File: config.mk
export PLATFORM = sky130hd
export DESIGN_NAME = tac_front
export DESIGN_NICKNAME = d
export VERILOG_FILES = /design/src/rtl/tree_accumulate_core_assert.svh /design/src/rtl/tac_pkg.sv /design/src/rtl/tac_front.sv
export SDC_FILE = /design/constraint.sdc
export NUM_CORES = 1
export LEC_CHECK = 0
export BUFFER_PORTS_ARGS = -buffer_cell sky130_fd_sc_hd__buf_4
export CAP_MARGIN = 10
export CELL_PAD_IN_SITES_DETAIL_PLACEMENT = 1
export CELL_PAD_IN_SITES_GLOBAL_PLACEMENT = 2
export CORE_MARGIN = 1
export CORE_UTILIZATION = 10
export DETAILED_ROUTE_END_ITERATION = 16
export PLACE_DENSITY = 0.95
export SETUP_SLACK_MARGIN = 0.4
export SLEW_MARGIN = 30
export SYNTH_ARGS = -nofsm -noshare
export SYNTH_HDL_FRONTEND = slang
export SYNTH_SLANG_ARGS = --single-unit
File: constraint.sdc
create_clock -name vclk -period 1
set_clock_uncertainty 0.1 [all_clocks]
set_input_delay 0 -clock vclk [all_inputs]
set_output_delay 0 -clock vclk [all_outputs]
set_load 0.05 [all_outputs]
File: src/rtl/tree_accumulate_core_assert.svh
// assertion helpers shared by the tree accumulate block
`ifndef TREE_ACCUMULATE_CORE_ASSERT_SVH
`define TREE_ACCUMULATE_CORE_ASSERT_SVH

// same-cycle implication, off while reset is low
`define TAC_ASSERT_IMPLY(name, clk, rst_n, ante, cons) \
  name: assert property (@(posedge clk) disable iff (!rst_n) (ante) |-> (cons)) \
    else $error("tree accumulate assertion failed");

// next-cycle implication, off while reset is low
`define TAC_ASSERT_NEXT(name, clk, rst_n, ante, cons) \
  name: assert property (@(posedge clk) disable iff (!rst_n) (ante) |=> (cons)) \
    else $error("tree accumulate assertion failed");

`endif

File: src/rtl/tac_pkg.sv
package tac_pkg;

  localparam int unsigned ID_W    = 12;
  localparam int unsigned ID_SPAN = 4096;
  localparam int unsigned VAL_W   = 64;

  // operation codes of an input word
  localparam logic OP_ROW    = 1'b0;
  localparam logic OP_REWIND = 1'b1;

  // direction register codes
  localparam logic DIR_UP   = 1'b0;
  localparam logic DIR_DOWN = 1'b1;

  typedef struct packed {
    logic                    operation;
    logic [ID_W-1:0]         node_id;
    logic                    has_parent;
    logic [ID_W-1:0]         parent_id;
    logic signed [VAL_W-1:0] value;
    logic                    value_present;
  } in_word_t;

  typedef struct packed {
    logic signed [VAL_W-1:0] total;
    logic                    overflow_error;
  } out_word_t;

  // classified row as handed from front to back
  typedef struct packed {
    logic                    op;
    logic [ID_W-1:0]         node_id;
    logic                    node_ok;
    logic                    has_parent;
    logic [ID_W-1:0]         parent_id;
    logic                    parent_ok;
    logic signed [VAL_W-1:0] value;
  } item_t;

  typedef struct packed {
    logic clearing;
    logic error_latched;
  } tac_status_t;

endpackage

File: src/rtl/tac_front.sv
module tac_front #(
  parameter int unsigned NODE_COUNT = 4096
) (
  input  logic              in_valid_i,
  output logic              in_stall_o,
  input  tac_pkg::in_word_t in_data_i,
  input  logic              q_ready_i,
  output logic              q_push_o,
  output tac_pkg::item_t    q_item_o
);
  import tac_pkg::*;

  assign in_stall_o = !q_ready_i;
  assign q_push_o   = in_valid_i && q_ready_i;

  always_comb begin
    q_item_o.op         = in_data_i.operation;
    q_item_o.node_id    = in_data_i.node_id;
    q_item_o.has_parent = in_data_i.has_parent;
    q_item_o.parent_id  = in_data_i.parent_id;
    // ids outside the table read as zero and drop their writes
    q_item_o.node_ok    = (32'(in_data_i.node_id) < 32'(NODE_COUNT));
    q_item_o.parent_ok  = (32'(in_data_i.parent_id) < 32'(NODE_COUNT));
    // a null value counts as zero
    q_item_o.value      = in_data_i.value_present ? in_data_i.value : '0;
  end

endmodule

* Yosys cells after proc, flatten, opt, wreduce, memory -nomap -nowiden *
Cells that the tools add are included.

word-level totals
  register bits = 0
  input port bits = 93
  output and inout port bits = 94
  word-level logic and storage cells = 3

cells by class
  mux-type cells = 1
  reduce and logical (&&, ||, !) cells = 2

operators with widths
  operator            count
  two-way mux 64 bit  1
  logical AND 1 bit   1
  zero test 1 bit     1

* Logic depth before layout (Yosys ltp) *
  word-level depth = 1
  gate-level depth with buffers = 2
  gate-level depth less buffers = 1

* Worst setup path before layout *
No wires, ideal clock.

  path kind = input-to-output
  start point = input port in_data_i[0] (netlist name)
  end point = output port q_item_o[10] (netlist name)
  arrival time = 431 ps
  data required time = 900 ps
  path slack = 469 ps
  stages on the path = 2
  buffers on the path = 1
  cell sequence = clkbuf_2 and2_2

RTL lines
  item                RTL line        RTL
  start: declaration  tac_front.sv:6  input tac_pkg::in_word_t in_data_i,
  end: declaration    tac_front.sv:9  output tac_pkg::item_t q_item_o

==> metrics.cfg <==
[cells_and_area]
multi_input_area_um2=567
area.growth.synth_to_final_pct=229
clkbuf_count=0
nets=307
n_sequential_cell=0
nFillCells=772
drive_above_1_share=0.981
regArea_um2=0
n_antenna_cell=0
final_cell_count_no_fill=308

[pwr]
p_leak_nw=1.22
power.total_w=0.00154
internal_power_w=0.000782
power_frac_comb=1.000
p_switching_w=0.000761
power_density_nw_per_um2=638
ir_drop_v=0.000170
seqPwrFrac=0
clockPowerShare=0
swShare=0.493

[logic_synthesis]
synth_area_um2=734
synth_area_leaders=and2_2, buf_4, clkbuf_2, and2_1, conb_1
synth_commonest_cells=and2_2, buf_4, clkbuf_2
yosys_warnings=0
synth_area_per_cell_um2=7.27
yosysMostFrequentCell=and2_2
synth_top_cell_by_area=and2_2
synth_cell_types=6
ys_seq_area_frac=0
netlist_instances=101
synth_top_area_share=0.654

[worst_setup_path]
crit_path_end_kind=primary output
cp-start-kind=input pin
crit_fanout=7
arrival_ps=590
setup.worst_path.end=q_item_o[25]
crit_path_start=in_data_i[0]
cp.required_ps=900
crit_type=input pin to primary output

[global_routing]
grt.overflow.total=0
grt_max_degree=27
grtUsageTotal=0.0779
antenna_found_initial=0
grt_pass1_vias=1038
grt_pass1_wl_um=4850

[timing]
slew_viol_final=0
min_period_ps=694
whs_ps=-100
period_share=0.694
setup_violations=0
tns_ps=0
max_freq_mhz=1440
rsz0062_at_grt=yes
timing_hold_violations_final=26

[place]
gp_congestion=0.605
hpwlAfterDp_um=2600
placedCellCount=299
port_buffers=133

[drt]
routed_via_density=3.45
drt-initial-drc-count=12
wirelength_um=4230
ant_nets=0
post_drt_wl_per_cell_um=13.7
route.vias.total=1062
first_pass_iters=3
drc=0

[outcome]
violations=negative hold slack
status=finished with violations

[clock_tree]
post_cts_buffers=0

[die]
die_h_um=87.7
num_rows=30
dieArea_um2=7690
boundaryPins=187
fp.coreArea_um2=6940
start_util=0.106
die_w_um=87.7

[job]
drv_cap=0

[hold_path]
hold_path_class=input pin to primary output

==> logic make-up after synthesis <==
family,after synthesis,share of synthesized area
other,1,0.00511
buffers and inverters,35,0.332
AND/OR/NAND/NOR,65,0.663
==> area by class of cell <==
| cell class | count | share of cell area |
|---|---|---|
| multi-input combinational | 67 | 0.234 |
| timing repair buffer | 144 | 0.715 |
| inverter | 1 | 0.00155 |
| tap | 96 | 0.0496 |
==> metrics by stage <==
stage          area, um^2  worst slack (ps)  utilization
3_3_place_gp         1660               248        0.239
4_1_cts              2090               282        0.301
6_report             2420               306        0.348
3_5_place_dp         1660               232        0.239
2_1_floorplan         738               469            -
5_1_grt              2420               292        0.348
==> power by group through the flow <==
| stage | combinational [W] | sequential [W] | clock [W] |
|---|---|---|---|
| after detailed placement | 0.00111 | 0 | 0 |
| final | 0.00154 | 0 | 0 |
| after floorplan | 0.000963 | 0 | 0 |
| after global placement | 0.00110 | 0 | 0 |
| after CTS | 0.00135 | 0 | 0 |
| after global routing | 0.00160 | 0 | 0 |
==> worst min path at each step <==
stage                       start            to  slack, ps  cells past startpoint
finish              in_data_i[67]  q_item_o[67]       -100                      0
detailed placement  in_data_i[65]  q_item_o[65]       -100                      0
CTS                 in_data_i[65]  q_item_o[65]       -100                      0
global route        in_data_i[86]  q_item_o[87]       -100                      0
global placement    in_data_i[65]  q_item_o[65]       -100                      0
floorplan           in_data_i[65]  q_item_o[65]         70                      1
==> cell usage in the layout, fill, tap and decap left out <==
master,n
buf_4,68
buf_8,60
and2_4,58
and2_2,6
buf_6,6
buf_16,4
clkbuf_16,4
conb_1,2
buf_12,2
inv_1,1
and2_1,1
==> per-layer routing <==
| layer | up-vias | share of wire | wire [um] | track usage |
|---|---|---|---|---|
| met2 | 80 | 0.60 | 2530 | 0.170 |
| li1 | 494 | - | - | - |
| met4 | 0 | 0.0040 | 17 | 0.00894 |
| met3 | 4 | 0.098 | 414 | 0.0132 |
| met1 | 484 | 0.30 | 1270 | 0.0759 |
| met5 | - | 0 | 0 | 0 |
==> worst max-delay path: stages <==
cell	delay (ps)
clkbuf_16	150
clkbuf_16	160
and2_4	140
buf_8	140
==> timing repair <==
item	in CTS	in global routing
hold endpoints to repair	26	26
pin swaps	0	1
cloned	3	6
gates resized for setup	108	81
setup endpoints to repair	64	64
No activity file was read; power rests on OpenSTA's default activity.
