File: config.mk
export PLATFORM = sky130hd
export DESIGN_NAME = tac_queue
export DESIGN_NICKNAME = d
export VERILOG_FILES = /design/src/rtl/tree_accumulate_core_assert.svh /design/src/rtl/tac_pkg.sv /design/src/rtl/tac_queue.sv
export SDC_FILE = /design/constraint.sdc
export NUM_CORES = 1
export LEC_CHECK = 0
export CORE_MARGIN = 10
export CORE_UTILIZATION = 30
export CTS_BUF_LIST = sky130_fd_sc_hd__clkbuf_16
export DETAILED_ROUTE_END_ITERATION = 7
export DONT_BUFFER_PORTS = 1
export GPL_ROUTABILITY_DRIVEN = 0
export MAX_ROUTING_LAYER = met4
export PLACE_DENSITY = 0.51
export SLEW_MARGIN = 15
export SYNTH_ARGS = -nofsm -noshare
export SYNTH_HDL_FRONTEND = slang
export SYNTH_SLANG_ARGS = --single-unit
File: constraint.sdc
create_clock -name clk_i -period 5.9 [get_ports clk_i]
set_input_delay 0.59 -clock clk_i [delete_from_list [all_inputs] [get_ports clk_i]]
set_output_delay 0.59 -clock clk_i [all_outputs]
set_load 0.01 [all_outputs]
File: src/rtl/tree_accumulate_core_assert.svh
// assertion helpers shared by the tree accumulate block
`ifndef TREE_ACCUMULATE_CORE_ASSERT_SVH
`define TREE_ACCUMULATE_CORE_ASSERT_SVH

// same-cycle implication, off while reset is low
`define TAC_ASSERT_IMPLY(name, clk, rst_n, ante, cons) \
  name: assert property (@(posedge clk) disable iff (!rst_n) (ante) |-> (cons)) \
    else $error("tree accumulate assertion failed");

// next-cycle implication, off while reset is low
`define TAC_ASSERT_NEXT(name, clk, rst_n, ante, cons) \
  name: assert property (@(posedge clk) disable iff (!rst_n) (ante) |=> (cons)) \
    else $error("tree accumulate assertion failed");

`endif

File: src/rtl/tac_pkg.sv
package tac_pkg;

  localparam int unsigned ID_W    = 12;
  localparam int unsigned ID_SPAN = 4096;
  localparam int unsigned VAL_W   = 64;

  // operation codes of an input word
  localparam logic OP_ROW    = 1'b0;
  localparam logic OP_REWIND = 1'b1;

  // direction register codes
  localparam logic DIR_UP   = 1'b0;
  localparam logic DIR_DOWN = 1'b1;

  typedef struct packed {
    logic                    operation;
    logic [ID_W-1:0]         node_id;
    logic                    has_parent;
    logic [ID_W-1:0]         parent_id;
    logic signed [VAL_W-1:0] value;
    logic                    value_present;
  } in_word_t;

  typedef struct packed {
    logic signed [VAL_W-1:0] total;
    logic                    overflow_error;
  } out_word_t;

  // classified row as handed from front to back
  typedef struct packed {
    logic                    op;
    logic [ID_W-1:0]         node_id;
    logic                    node_ok;
    logic                    has_parent;
    logic [ID_W-1:0]         parent_id;
    logic                    parent_ok;
    logic signed [VAL_W-1:0] value;
  } item_t;

  typedef struct packed {
    logic clearing;
    logic error_latched;
  } tac_status_t;

endpackage

File: src/rtl/tac_queue.sv
module tac_queue (
  input  logic           clk_i,
  input  logic           rst_ni,
  input  logic           push_i,
  input  tac_pkg::item_t item_i,
  output logic           ready_o,
  output logic           valid_o,
  output tac_pkg::item_t item_o,
  input  logic           pop_i
);
  import tac_pkg::*;

  item_t      slot_q [2];
  logic       wr_ptr_q, wr_ptr_d;
  logic       rd_ptr_q, rd_ptr_d;
  logic [1:0] count_q, count_d;

  assign ready_o = (count_q != 2'd2);
  assign valid_o = (count_q != 2'd0);
  assign item_o  = slot_q[rd_ptr_q];

  always_comb begin
    wr_ptr_d = push_i ? !wr_ptr_q : wr_ptr_q;
    rd_ptr_d = pop_i ? !rd_ptr_q : rd_ptr_q;
    count_d  = count_q + 2'(push_i) - 2'(pop_i);
  end

  always_ff @(posedge clk_i or negedge rst_ni) begin
    if (!rst_ni) begin
      wr_ptr_q <= 1'b0;
      rd_ptr_q <= 1'b0;
      count_q  <= 2'd0;
    end else begin
      wr_ptr_q <= wr_ptr_d;
      rd_ptr_q <= rd_ptr_d;
      count_q  <= count_d;
    end
  end

  always_ff @(posedge clk_i) begin
    if (push_i) begin
      slot_q[wr_ptr_q] <= item_i;
    end
  end

endmodule

-- Word level (Yosys, flattened, before mapping)
Memories as Yosys holds them, arrays and structs flattened.
Index checks and enable logic that the tools add are counted.
- flip-flop bits (word level): 4
- memory bits (writable): 184
- output and inout port bits: 94
- logic and storage cells: 12
- memories kept: 1
- memory list (name ; depth ; bits a word ; rd ports ; clocked after memory_dff ; wr ports ; RTL line ; source):
    slot_q ; 2 ; 92 ; 1 ; 0 ; 1 ; tac_queue.sv:13 ; item_t slot_q [2];
- add/sub/neg operators: 2
- equal/unequal tests: 1
- multiplexer cells: 2
- reduce and logical (&&, ||, !) cells: 3
- operator list (operator ; number):
    adder 2 x 1 -> 2 bit ; 1
    zero test 1 bit ; 2
    two-way mux 1 bit ; 2
    != test 2 bit (second input constant) ; 1
    nonzero test 2 bit ; 1
    subtractor 2 x 1 -> 2 bit ; 1

-- Longest topological paths before layout
Gate-level depths: netlist of run 1.
- depth after elaboration: 2
- mapped depth: 5
- mapped depth without buffers: 5

-- Least setup slack after synthesis of run 1
No wires, ideal clock.
- path type: input to register
- start: input push_i
- end: memory slot_q[0][0] in the netlist's numbering (enable)
- library setup time: 0.554 ns
- data arrival time: 4.600 ns
- path slack: 0.745 ns
- stages: 1
- path through: nor2b_1
- cells in the longest elaborated chain, start to end: 2
- RTL lines (element ; RTL line ; source):
    start, declared ; tac_queue.sv:4 ; input logic push_i,
    two-way mux 1 bit ; tac_queue.sv:41 ; if (push_i) begin
    two-way mux 1 bit (implied by the code) ; tac_queue.sv:42 ; slot_q[wr_ptr_q] <= item_i;
    end, declared ; tac_queue.sv:13 ;
Every way passes these cells.

==> out/qor.yml, run 1 <==
outcome:
  status: "finished clean"
floorplan:
  dieArea_mm2: 0.0303
  core-area_mm2: 0.0234
  fp.dieW_um: 174
  initial_core_util: 0.304
  ioPinCount: 190
  std_cell_rows: 56
  die_h_um: 174
clock_network:
  h-tree-depth: 4
  cts_buffers: 17
  clk_latency_ns: 0.42
  cts_root_buffer: "clkbuf_16"
  clk_pin_slew_ns: 0.07
  postCtsSetupBuffers: 0
  clk_path_buf_depth: 2
  cts_resized: 0
  cts_tree: "yes"
  clkSinkCount: 188
  hold_buffers: 1
worst_setup_path:
  r2r_cells: 2
  worst_setup_path_start_kind: "flop"
  crit_required_ns: 5.31
  worstPathArrival_ns: 2.76
  cp-end-kind: "output port"
  regToRegStartpoint: "rd_ptr_q"
  path_max_fanout: 52
  crit_type: "reg -> out"
  reg2reg_setup_slack_ns: 3.74
  worstReg2RegEnd: "rd_ptr_q"
yosys:
  yosysTopAreaCell: "edfxtp_1"
  syn_area_per_cell_um2: 23.7
  synth_most_common_cell: "edfxtp_1"
  synth_common_cells: "184 x edfxtp_1, 70 x mux2_4, 22 x mux2_2, 7 x buf_6, 4 x dfrtp_1"
  ys_types: 15
  ys_ff_latch: 188
  syn-instance-count: 301
  synth_edf_count: 184
  syn-cell-area_mm2: 0.00712
  syn-num-nets: 399
  synth_seq_area_share: 0.790
  synth_area_leaders: "edfxtp_1 78%, mux2_4 15%, mux2_2 3.5%, dfrtp_1 1.4%, buf_6 1.1%"
  synth_warnings: 0
  yosysTopAreaCellShare: 0.776
  synth_flop_cell: "edfxtp_1"
  async_reset_ff_frac: 0.0213
sta:
  setup_violations: 0
  skew_ns: 0.0118
  slew_headroom: 0.327
  worstMarginPinSlew_ns: 1.01
  period_minus_slack_ns: 3.35
  rsz0062_at_grt: "no"
  post-route-period-util: 0.568
  fmax_mhz: 299
  maxSlewViolCount: 0
  finalHoldViolCount: 0
  layout_setup_ws_ns: 2.55
  setup_tns_ns: 0
grt:
  overflow: 0
  grt_max_degree: 53
  antenna_found_initial: 0
  grt_pass1_vias: 3002
  globalRouteTotalUtil: 0.0922
  grt_first_pass_wirelength_um: 20100
power:
  powerDensity_mw_per_mm2: 507
  p_comb_frac: 0.241
  p_leak_nw: 2.83
  switchingPower_w: 0.00115
  pwr-share-clk: 0.287
  seqPwrFrac: 0.471
  p_int_w: 0.00295
  ir_drop_uv: 225
  swShare: 0.280
layout:
  stdcell_area_mm2: 0.00808
  fin_util: 0.345
  drive_gt1_frac: 0.384
  areaGrowthSynthToFinish_pct: 13.5
  n_antenna_cell: 0
  fin_nets: 413
detailed_routing:
  drt_iter0_drc: 141
  vias: 2752
  wl_per_cell_um: 21.2
  wl_um: 13700
  dr.pass1.iters: 4
  drcViolationCount: 0
  avgViaCountPerCell: 4.25
  postRouteAntennaNets: 0
place:
  dp_hpwl_um: 9480
  portBuffers: 0
  post-place-ws_ns: 2.95
  placed_cell_area_mm2: 0.00747
hold_path:
  worstHoldStart: "push_i"
  hold_end: "wr_ptr_q"
  hp-class: "in -> reg"
  hold_depth: 1
flow_run:
  maxCapViolCount: 0
stage by stage:
| stage | hold slack, ns | instances | total power (W) |
|---|---|---|---|
| floorplan | 0.294 | 301 | 0.00281 |
| global placement | 0.295 | 614 | 0.00298 |
| detailed placement | 0.295 | 614 | 0.00301 |
| CTS | 0.216 | 647 | 0.00420 |
| global route | 0.221 | 647 | 0.00430 |
| finish | 0.244 | 647 | 0.00410 |
cells in the final DEF, fill, tap and decap left out, types with 2 or more instances in the layout:
master	instances
inv_1	6
edfxtp_1	184
buf_4	4
ha_1	2
clkbuf_16	17
xor2_1	2
bufinv_16	4
mux2_2	22
clkinv_1	2
dfrtp_1	3
mux2_4	70
inv_6	2
layer usage:
| layer | vias to the layer above | track usage | share of wire | routed length [µm] |
|---|---|---|---|---|
| li1 | 1216 | - | - | - |
| met1 | 1400 | 0.0900 | 0.36 | 4950 |
| met2 | 124 | 0.145 | 0.49 | 6790 |
| met4 | 0 | 0.0331 | 0.012 | 164 |
| met5 | - | - | 0 | 0 |
| met3 | 12 | 0.0602 | 0.13 | 1820 |
worst max-delay path by stage:
stage / startpoint / endpoint / slack [ns] / depth (start not counted)
after floorplan: push_i / slot_q[0][0] / 0.75 / 1
after global placement: rd_ptr_q / item_o[9] / 3.01 / 2
after detailed placement: rd_ptr_q / item_o[6] / 2.95 / 2
after CTS: rd_ptr_q / item_o[6] / 2.48 / 2
after global routing: rd_ptr_q / item_o[2] / 2.39 / 2
final: rd_ptr_q / item_o[2] / 2.55 / 2
registers in the layout, summed over array words and instances (netlist names):
register  count
rd_ptr_q      1
slot_q      184
count_q       2
wr_ptr_q      1
power groups by stage:
| stage | combinational (W) | sequential [W] | clock, W |
|---|---|---|---|
| 2_1_floorplan | 0.000935 | 0.00188 | 0 |
| 3_3_place_gp | 0.00102 | 0.00196 | 0 |
| 3_5_place_dp | 0.00103 | 0.00197 | 0 |
| 4_1_cts | 0.00103 | 0.00194 | 0.00122 |
| 5_1_grt | 0.00106 | 0.00197 | 0.00128 |
| 6_report | 0.000990 | 0.00193 | 0.00118 |
cell type report:
cell class | instances | area [µm²]
multi-input combinational | 101 | 1400
tap | 319 | 399
sequential | 188 | 5630
timing repair buffer | 5 | 40.0
fill | 2217 | 15300
inverter | 2 | 7.51
clock inverter | 15 | 181
clock buffer | 17 | 425
critical path, stage by stage (launching register included):
cell and delay, ns:
dfrtp_4 1.03, buf_4 0.69, mux2_2 0.45
cells by family after synthesis:
group / after synthesis / synth area share
mux: 92 / 0.182
flops: 188 / 0.790
fa+ha+maj: 2 / 0.00351
simple gates: 4 / 0.00352
buf+inv: 12 / 0.0146
xor+xnor: 3 / 0.00580
(Power assumes the default switching activity.)
==> run 2, diff against run 1 <==
==> constraint.sdc (replaced) <==
create_clock -name clk_i -period 3.1 [get_ports clk_i]
set_input_delay 0.31 -clock clk_i [delete_from_list [all_inputs] [get_ports clk_i]]
set_output_delay 0.31 -clock clk_i [all_outputs]
set_load 0.01 [all_outputs]
==> out/qor.yml, run 2 (same netlist as run 1, synthesis figures left out) <==
sta:
  finalHoldViolCount: 0
  maxSlewViolCount: 0
  setup_tns_ns: 0
  slew_headroom: 0.534
  skew_ns: 0.00911
  whs_ns: 0.0391
  post-route-period-util: 0.776
  rsz0062_at_grt: "no"
  setup_violations: 0
  fmax_mhz: 416
  period_minus_slack_ns: 2.41
  worstMarginPinSlew_ns: 0.698
clock_network:
  postCtsSetupBuffers: 0
  clkSinkCount: 188
  cts_root_buffer: "clkbuf_16"
  hold_buffers: 95
  cts_buffers: 17
  clk_pin_slew_ns: 0.06
  cts_tree: "yes"
  clk_path_buf_depth: 2
  clk_latency_ns: 0.42
  h-tree-depth: 4
  cts_resized: 0
layout:
  final_common_cell: "edfxtp_1"
  reg_top3: "slot_q (184), count_q (2)"
  largest_register_ffs: 184
  areaGrowthSynthToFinish_pct: 26.4
  fin_util: 0.385
  drive_gt1_frac: 0.303
  most-common-layout-cells: "184 x edfxtp_1, 95 x dlygate4sd3_1, 70 x mux2_4"
  fin_nets: 508
  regMostFlops: "slot_q"
worst_setup_path:
  crit_type: "reg -> out"
  path_max_fanout: 33
  crit_required_ns: 2.79
  worst_setup_path_start_kind: "flop"
  worstPathArrival_ns: 2.10
  cp-end-kind: "output port"
floorplan:
  initial_core_util: 0.304
  core-area_mm2: 0.0234
  ioPinCount: 190
  fp.dieW_um: 174
  std_cell_rows: 56
  die_h_um: 174
  dieArea_mm2: 0.0303
hold_path:
  hp-class: "in -> reg"
power:
  p_int_w: 0.00546
  swShare: 0.290
  ir_drop_uv: 429
  pwr-share-clk: 0.258
  p_leak_nw: 3.20
  seqPwrFrac: 0.468
  powerDensity_mw_per_mm2: 855
  p_comb_frac: 0.274
  switchingPower_w: 0.00223
detailed_routing:
  wl_per_cell_um: 19.5
  wl_um: 14600
  dr.pass1.iters: 4
  avgViaCountPerCell: 4.17
  drt_iter0_drc: 154
  drcViolationCount: 0
  vias: 3122
  postRouteAntennaNets: 0
grt:
  busiest_layer: "met2"
  overflow: 0
  globalRouteTotalUtil: 0.0984
  met3_usage: 0.0425
  antenna_found_initial: 7
  grt.met1_usage: 0.106
  use_met2: 0.159
  grt_first_pass_wirelength_um: 21800
  grt_max_degree: 50
  grt_pass1_vias: 3502
place:
  dp_hpwl_um: 9690
  portBuffers: 0
flow_run:
  maxCapViolCount: 0
outcome:
  status: "finished clean"
-- run 2: cell types whose count changed in the layout (fill, tap and decap cells not counted), sizes merged --
cell         delta
clkinv          +3
diode           +7
buf             +1
dlygate4sd3    +94
inv             -1
bufinv          -3
-- run 2: worst paths after layout --
path / slack, ns / endpoint / cells past startpoint / from
max in group asynchronous: 2.74 / rd_ptr_q / 1 / rst_ni
worst max-delay path: 0.69 / item_o[45] / 2 / rd_ptr_q
worst max register to register: 1.30 / slot_q[1][32] / 2 / wr_ptr_q
min in group asynchronous: 0.16 / wr_ptr_q / 1 / rst_ni
worst min-delay path: 0.04 / count_q[0] / 1 / push_i
worst min register to register: 0.55 / wr_ptr_q / 1 / wr_ptr_q
-- run 2: worst max-delay path, stage by stage (launching register included) --
cell and delay, ns:
dfrtp_4 0.78, buf_4 0.48, mux2_4 0.37
-- run 2: metrics by stage --
stage	power, W	cell area [µm²]	cells	setup WS [ns]
2_1_floorplan	0.00533	7130	301	0.0841
3_3_place_gp	0.00570	7500	615	1.12
3_5_place_dp	0.00574	7500	615	1.10
4_1_cts	0.00789	8980	741	0.636
5_1_grt	0.00811	9000	748	0.573
6_report	0.00769	9000	748	0.695
-- run 2: layer usage --
metal  wire length (µm)  part of all wire  vias to the layer above
li1                   -                 -                     1424
met1               5800              0.40                     1561
met2               7430              0.51                      125
met3               1150             0.079                       12
met4                233             0.016                        0
met5                  0                 0                        -
-- run 2: layout make-up --
type,count,area [µm²]
sequential,188,5630
clock buffer,17,425
tap,319,399
multi-input combinational,101,1400
clock inverter,14,108
antenna,7,17.5
fill,2195,14400
timing repair buffer,100,1010
inverter,2,7.51
-- run 2: power groups by stage --
stage | Sequential (W) | Clock, W | Combinational, W
final | 0.00360 | 0.00199 | 0.00211
after global routing | 0.00365 | 0.00219 | 0.00227
after CTS | 0.00361 | 0.00208 | 0.00220
after detailed placement | 0.00367 | 0 | 0.00208
after global placement | 0.00365 | 0 | 0.00205
after floorplan | 0.00354 | 0 | 0.00178
==> run 3, diff against run 2 <==
--- a/config.mk
+++ b/config.mk
@@ -5,6 +5,7 @@
 export SDC_FILE = /design/constraint.sdc
 export NUM_CORES = 1
 export LEC_CHECK = 0
+export ABC_AREA = 1
 export CORE_MARGIN = 10
 export CORE_UTILIZATION = 30
 export CTS_BUF_LIST = sky130_fd_sc_hd__clkbuf_16
@@ -12,7 +13,7 @@
 export DONT_BUFFER_PORTS = 1
 export GPL_ROUTABILITY_DRIVEN = 0
 export MAX_ROUTING_LAYER = met4
-export PLACE_DENSITY = 0.51
+export PLACE_DENSITY = 0.52
 export SLEW_MARGIN = 15
 export SYNTH_ARGS = -nofsm -noshare
 export SYNTH_HDL_FRONTEND = slang
==> constraint.sdc (replaced) <==
create_clock -name clk_i -period 2.2 [get_ports clk_i]
set_input_delay 0.22 -clock clk_i [delete_from_list [all_inputs] [get_ports clk_i]]
set_output_delay 0.22 -clock clk_i [all_outputs]
set_load 0.01 [all_outputs]
==> out/qor.yml, run 3 <==
outcome:
  status: "finished clean"
place:
  dp_cells: 807
  placed_cell_area_mm2: 0.00741
  dp_hpwl_um: 9810
  post-place-ws_ns: 0.598
  portBuffers: 0
floorplan:
  ioPinCount: 190
  dieArea_mm2: 0.0299
  fp.dieW_um: 173
  std_cell_rows: 55
  die_h_um: 173
  initial_core_util: 0.307
  core-area_mm2: 0.0228
worst_setup_path:
  reg2reg_setup_slack_ns: 0.75
  crit_cells: 2
  worst_path_max_delay_cell: "dfrtp_4"
  cp-startpoint: "rd_ptr_q"
  slowest_delay_ns: 0.62
  path_buf_inv: 1
  r2r_cells: 3
  crit_end: "item_o[59]"
  crit_type: "reg -> out"
  worst_setup_path_start_kind: "flop"
  crit_required_ns: 1.98
  cp-end-kind: "output port"
  cp_cell_sequence: "buf_12 -> o21ai_0"
  worstReg2RegEnd: "slot_q[1][33]"
  path_max_fanout: 89
  crit_family: "flip-flops"
  worstPathArrival_ns: 1.79
  regToRegStartpoint: "wr_ptr_q"
yosys:
  ys_ff_latch: 188
  syn-num-nets: 603
  synth_common_cells: "184 x edfxtp_1, 100 x nand2_1, 99 x inv_1, 92 x o21ai_0, 11 x buf_4"
  synth_flop_cell: "edfxtp_1"
  synth_edf_count: 184
  syn_area_per_cell_um2: 13.9
  syn-instance-count: 505
  synth_seq_area_share: 0.803
  synth_area_leaders: "edfxtp_1 79%, o21ai_0 6.6%, nand2_1 5.4%, inv_1 5.3%, dfrtp_1 1.4%"
  synth_warnings: 0
  yosysTopAreaCellShare: 0.788
  ys_types: 12
  synth_most_common_cell: "edfxtp_1"
  async_reset_ff_frac: 0.0213
  syn-cell-area_mm2: 0.00701
  yosysTopAreaCell: "edfxtp_1"
grt:
  grt_first_pass_wirelength_um: 22900
  antenna_found_initial: 1
  grt_max_degree: 93
  overflow: 0
  globalRouteTotalUtil: 0.101
  grt_pass1_vias: 3980
clock_network:
  cts_buffers: 17
  clkSinkCount: 188
  clk_path_buf_depth: 2
  clk_latency_ns: 0.41
  cts_resized: 0
  h-tree-depth: 4
  cts_root_buffer: "clkbuf_16"
  cts_tree: "yes"
  clk_pin_slew_ns: 0.07
power:
  p_leak_nw: 3.44
  powerDensity_mw_per_mm2: 1220
  ir_drop_uv: 555
layout:
  final_common_cell: "edfxtp_1"
  stdcell_area_mm2: 0.00903
  fin_nets: 706
  largest_register_ffs: 184
  multi_input_area_um2: 897
  stdcell_count: 934
  regMostFlops: "slot_q"
  reg_top3: "slot_q (184), count_q (2)"
  fin_util: 0.395
  drive_gt1_frac: 0.0677
  most-common-layout-cells: "184 x edfxtp_1, 99 x nand2_1, 98 x inv_1"
  fillers: 2132
  seq_area_mm2: 0.00563
  areaGrowthSynthToFinish_pct: 28.8
sta:
  maxSlewViolCount: 0
  layout_setup_ws_ns: 0.187
  period_minus_slack_ns: 2.01
  rsz0062_at_grt: "no"
  post-route-period-util: 0.915
  finalHoldViolCount: 0
  skew_ns: 0.00693
  fmax_mhz: 497
  slew_headroom: 0.631
  setup_violations: 0
  worstMarginPinSlew_ns: 0.548
detailed_routing:
  vias: 3817
  dr.pass1.iters: 4
  avgViaCountPerCell: 4.09
  postRouteAntennaNets: 0
  wl_per_cell_um: 16.0
  wl_um: 15000
  drcViolationCount: 0
  drt_iter0_drc: 266
hold_path:
  hp-class: "in -> async"
flow_run:
  maxCapViolCount: 0
[run 3: cell count changes in the layout (fill, tap and decap cells not counted), moves of 6 or more]
cell,change
mux2_4,-70
o21ai_0,+92
mux2_2,-22
diode_2,-6
inv_1,+93
nand2_1,+99
[run 3: cell type report]
cell class	instances	share of cell area
multi-input combinational	198	0.0994
antenna	1	0.000277
clock inverter	14	0.0265
timing repair buffer	104	0.118
sequential	188	0.623
tap	313	0.0434
clock buffer	17	0.0471
inverter	99	0.0416
[run 3: worst register-to-register path, delay by kind of cell (launching register included)]
kind	cells	cell delay [ns]
buffers and inverters	2	0.47
DFF	1	0.44
and+or+nand+nor	1	0.09
[run 3: kinds of logic after synthesis]
group,count (synthesis),synth area share
adders and majority gates,2,0.00357
xor gates and xnor gates,2,0.00250
buffers and inverters,119,0.0709
AOI/OAI and AO/OA,92,0.0657
and+or+nand+nor,102,0.0548
DFF,188,0.803
[run 3: routing by layer]
layer  global-route usage  share of wire  vias up
met1                0.113           0.43     1801
met4               0.0313         0.0082        0
met3               0.0403          0.066        5
met5                    -              0        -
met2                0.163           0.50      110
li1                     -              -     1901
[run 3: where the power goes]
| group | internal (W) | total (W) | switching [W] |
|---|---|---|---|
| clock | 0.00213 | 0.00344 | 0.00130 |
| combinational | 0.000644 | 0.00258 | 0.00194 |
| sequential | 0.00476 | 0.00500 | 0.000242 |
[run 3: how the worst min path moves through the flow]
stage / startpoint / slack [ns] / cells after the start / endpoint
floorplan: rst_ni / -0.08 / 0 / count_q[0]
global placement: rst_ni / -0.08 / 0 / rd_ptr_q
detailed placement: rst_ni / -0.08 / 0 / rd_ptr_q
CTS: rst_ni / 0.07 / 1 / rd_ptr_q
global route: rst_ni / 0.07 / 1 / rd_ptr_q
finish: rst_ni / 0.08 / 1 / rd_ptr_q
[run 3: per-stage QoR]
step	total power (W)	hold WS [ns]	TNS [ns]
6_report	0.0110	0.0803	0
5_1_grt	0.0117	0.0702	0
4_1_cts	0.0113	0.0712	0
3_5_place_dp	0.00762	-0.0752	0
3_3_place_gp	0.00757	-0.0752	0
2_1_floorplan	0.00692	-0.0756	-3.17
[run 3: repair_timing]
action                                 CTS  global route
hold buffers                            95             0
endpoints found under the hold margin  191             0
setup buffers                            0             0
